## src/rtl/core/mgs_pkg.sv

```systemverilog
`default_nettype none

package mgs_pkg;

    // Shared multiplier operand width: covers 2u-1 scaled (17b signed),
    // step size (16b unsigned) and position (16b signed)
    localparam int MUL_W  = 17;
    localparam int PROD_W = 2 * MUL_W;

    // Exp table entry width, entry 0 is 65536
    localparam int ROM_W = 17;

    localparam logic [15:0] STEP_SIZE_RESET = 16'd4096;

    localparam logic [63:0] Q56_ONE = 64'd1 << 56;

    // Entries from this block of 32 on are zero
    localparam int ROM_ZERO_BLOCK = 14;

    typedef enum logic [2:0] {
        ST_IDLE,
        ST_TRIAL,
        ST_SQUARE,
        ST_DIFF,
        ST_LOOKUP,
        ST_DECIDE
    } t_state;

    // floor(a*b / 2^56) from 32-bit partial products, wrapping at 64 bits
    function automatic logic [63:0] mul_q56(input logic [63:0] a, input logic [63:0] b);
        logic [63:0] a0;
        logic [63:0] a1;
        logic [63:0] b0;
        logic [63:0] b1;
        logic [63:0] mid;
        logic [63:0] low;
        a0  = {32'd0, a[31:0]};
        a1  = {32'd0, a[63:32]};
        b0  = {32'd0, b[31:0]};
        b1  = {32'd0, b[63:32]};
        low = a0 * b0;
        mid = a0 * b1 + a1 * b0 + (low >> 32);
        return ((a1 * b1) << 8) + (mid >> 24);
    endfunction

    // Unsigned floor quotient, restoring shift and subtract
    function automatic logic [63:0] udiv64(input logic [63:0] num, input logic [63:0] den);
        logic [63:0] quo;
        logic [64:0] rem;
        quo = '0;
        rem = '0;
        for (int i = 63; i >= 0; i--) begin
            rem = {rem[63:0], num[i]};
            if (rem >= {1'b0, den}) begin
                rem    = rem - {1'b0, den};
                quo[i] = 1'b1;
            end
        end
        return quo;
    endfunction

    // exp(-j/32) in Q56, alternating Taylor series, j in 0..32
    function automatic logic [63:0] exp_neg_frac(input logic [5:0] j);
        logic [63:0] term;
        logic [63:0] sum;
        term = Q56_ONE;
        sum  = Q56_ONE;
        for (int n = 1; n < 64; n++) begin
            if (term != 64'd0) begin
                // floor(term*j / (32*n)): drop the 32 first, then divide by n
                term = udiv64((term * {58'd0, j}) >> 5, 64'(n));
                if (n[0]) begin
                    sum = sum - term;
                end else begin
                    sum = sum + term;
                end
            end
        end
        return sum;
    endfunction

    // round(65536 * exp(-k/32)), evaluated at elaboration only
    function automatic logic [ROM_W-1:0] exp_rom_entry(input int k);
        int          q;
        logic [63:0] e1;
        logic [63:0] v;
        logic [63:0] rnd;
        q  = k >> 5;
        e1 = exp_neg_frac(6'd32);
        v  = exp_neg_frac(6'(k & 31));
        for (int i = 0; i < ROM_ZERO_BLOCK; i++) begin
            if (i < q) begin
                v = mul_q56(v, e1);
            end
        end
        rnd = (v + (64'd1 << 39)) >> 40;
        if (q >= ROM_ZERO_BLOCK) begin
            return '0;
        end
        return rnd[ROM_W-1:0];
    endfunction

endpackage

`default_nettype wire

```

## src/rtl/core/mgs_mul.sv

```systemverilog
`default_nettype none

module mgs_mul
    import mgs_pkg::*;
(
    input  wire logic                     i_clk,
    input  wire logic                     i_en,
    input  wire logic signed [MUL_W-1:0]  i_a,
    input  wire logic signed [MUL_W-1:0]  i_b,
    output logic signed [PROD_W-1:0]      o_prod
);

    logic signed [PROD_W-1:0] r_prod;

    // Single signed multiply, product registered
    always_ff @(posedge i_clk) begin
        if (i_en) begin
            r_prod <= i_a * i_b;
        end
    end

    assign o_prod = r_prod;

endmodule

`default_nettype wire

```

## config.mk

```make
export PLATFORM = sky130hd
export DESIGN_NAME = mgs_mul
export DESIGN_NICKNAME = d
export VERILOG_FILES = /design/src/rtl/core/mgs_pkg.sv /design/src/rtl/core/mgs_mul.sv
export SDC_FILE = /design/constraint.sdc
export NUM_CORES = 1
export LEC_CHECK = 0
export BUFFER_PORTS_ARGS = -buffer_cell sky130_fd_sc_hd__buf_2
export CAP_MARGIN = 10
export CORE_MARGIN = 1
export CORE_UTILIZATION = 40
export DETAILED_ROUTE_END_ITERATION = 10
export PLACE_DENSITY = 0.65
export SLEW_MARGIN = 20
export SYNTH_ARGS = -nofsm -noshare
export SYNTH_HDL_FRONTEND = slang
export SYNTH_SLANG_ARGS = --single-unit
```

## constraint.sdc

```tcl
create_clock -name i_clk -period 19.8 [get_ports i_clk]
set_input_delay 0.99 -clock i_clk [delete_from_list [all_inputs] [get_ports i_clk]]
set_output_delay 0.99 -clock i_clk [all_outputs]
set_load 0.005 [all_outputs]
```

==> flow_summary.toml <==
[job]
cap_violations = 0

[logic_synthesis]
synthesis.nets = 1655
ys_warn_count = 0
async_flop_share_pct = 0
synth_cell_types = 50
ys.flop_type = "edfxtp_1"
ys_ff_latch = 34
synth.avg_cell_area_um2 = 9.67
yosysSeqAreaShare_pct = 8.52
synth_edf_count = 34
synth_area_mm2 = 0.0120
syn_inst = 1238

[die]
coreArea_mm2 = 0.0291
start_util_pct = 41.2
die_x_um = 175
io_pins = 70
die_area_mm2 = 0.0306
rows = 62
die_y_um = 175

[critical_path]
arrival_ns = 6.95
cp-end-kind = "flip-flop"
worst_setup_path_start_kind = "primary input"
worstSetupPathType = "in -> reg"
critPathRequiredTime_ns = 19.83
path_max_fanout = 17

[layout]
nNetsFinal = 1688
nFillCells = 2904
areaGrowthSynthToFinish_pct = 6.64
seqCellArea_mm2 = 0.00102
multi_input_area_mm2 = 0.00962
largest_reg_flops = 34
diodes = 0
drive_gt1_share_pct = 6.45
design_area_mm2 = 0.0128

[timing]
rsz0062_at_grt = "no"
max_freq_ghz = 0.145
whs_ns = 1.30
finalSetupViolCount = 0
min_period_ns = 6.92
fin_crit_sh_pct = 34.9
fin_setup_tns_ns = 0
hold_violations = 0
slew_viol_final = 0
maxSlewHeadroom_pct = 46.7
max_slew.worst_pin.slew_ns = 0.799

[global_route]
grt_usage_pct = 17.9
overflow = 0
grt_pass1_vias = 8956
antenna_found_initial = 0
grt_pass1_wl_um = 43700
grt_max_degree = 35

[clocking]
root_buffer = "clkbuf_16"
cts_hold_buffers = 0
numCtsBuffers = 5
clkSlewWorstSetupHoldPaths_ns = 0.06
htree_levels = 2
cts_tree = "built"
ctsResizeCount = 0
clock_sinks = 34
post_cts_buffers = 0
max-clock-path-buffers = 2

[drt]
firstDrtPassIters = 5
drc = 0
routed_wl_um = 25800
drtIter0Drc = 328
viasPerCell = 4.97
route.vias.total = 8236
routedWlPerCell_um = 15.6
detail-route-antenna-nets = 0

[placement]
gp_congestion = 0.831
hpwlAfterDp_um = 22000
placed_cell_area_mm2 = 0.0126
numPortBuffers = 69

[min_path]
hold_class = "in -> reg"

[status]
outcome = "finished, final reports clean"
cells by family after synthesis:
group,after synthesis,share of synthesized area (%)
AO/OA/AOI/OAI,82,4.66
AND/OR/NAND/NOR,356,15.0
XOR/XNOR,30,2.19
multiplexers,1,0.0836
flip-flops,34,8.52
adder cells (fa/ha/maj),381,58.4
buffers and inverters,354,11.2
through the flow:
stage,setup WS [ns],cells,util (%)
floorplan,12.83,1238,-
global placement,12.69,1648,43.4
detailed placement,12.59,1648,43.4
CTS,12.88,1656,43.9
global route,12.63,1656,43.9
finish,12.88,1656,43.9
Yosys cell counts, drive strengths merged (3+ instances only):
cell    instances  area [µm²]
inv           311        1170
fa            296        5930
and2          148         926
nand2         142         533
ha             85        1060
clkbuf         40         151
edfxtp         34        1020
nor2           32         120
xnor2          26         228
o21ai          20         104
a21oi          18        93.8
a21o           11        83.8
nand3           8        40.0
o21a            6        45.0
a31oi           5        46.3
nand4           5        31.3
a211oi          4        30.0
nor2b           4        25.0
nor3            4        20.0
o211ai          4        30.0
xor2            4        35.0
buf             3        20.0
nand2b          3        18.8
layout by cell type, fill, tap and decap left out, types with 5 or more instances in the layout:
master,netlist,layout
inv_1,311,311
and2_1,148,148
nand2_1,142,142
xnor2_1,26,26
ha_1,85,85
a21oi_1,17,17
nand3_1,8,8
nor2_1,32,32
a21o_1,10,10
buf_2,1,69
edfxtp_1,34,34
nand4_1,5,5
o21a_1,6,6
o21ai_0,16,16
fa_1,296,296
clkbuf_16,0,5
final timing paths:
path | from | to | slack, ns | depth (start not counted)
worst min-delay path | i_b[0] | o_prod[0] | 1.30 | 2
worst max-delay path | i_a[7] | o_prod[31] | 12.88 | 22
per-layer routing:
| layer | up-vias | track usage, % | routed length [µm] | part of all wire (%) |
|---|---|---|---|---|
| li1 | 3716 | - | - | - |
| met1 | 4321 | 22.5 | 10500 | 41 |
| met2 | 160 | 33.2 | 14000 | 54 |
| met3 | 39 | 1.70 | 798 | 3.1 |
| met4 | 0 | 3.99 | 484 | 1.9 |
| met5 | - | 0 | 0 | 0 |
critical path, stage by stage:
cell and delay, ns:
buf_2 0.30, nand2_1 0.14, fa_1 0.54, inv_1 0.05, fa_1 0.50, inv_1 0.06
fa_1 0.54, inv_1 0.05, fa_1 0.45, fa_1 0.49, inv_1 0.05, fa_1 0.47
inv_1 0.04, ha_1 0.38, a21oi_2 0.19, nand2_1 0.08, a221oi_2 0.34, a311oi_1 0.22
or4b_4 0.55, a31oi_4 0.24, o21bai_1 0.10, xor2_1 0.14
layout make-up:
class / count / area share [%]
Clock buffer: 5 / 0.980
Clock inverter: 3 / 0.127
Inverter: 311 / 9.14
Multi-Input combinational cell: 850 / 75.3
Sequential cell: 34 / 7.99
Tap cell: 384 / 3.76
Timing Repair Buffer: 69 / 2.70
Power is left out: the tool's default activity adds up to more than one toggle a clock period on the data nets, which glitch-free logic cannot reach.
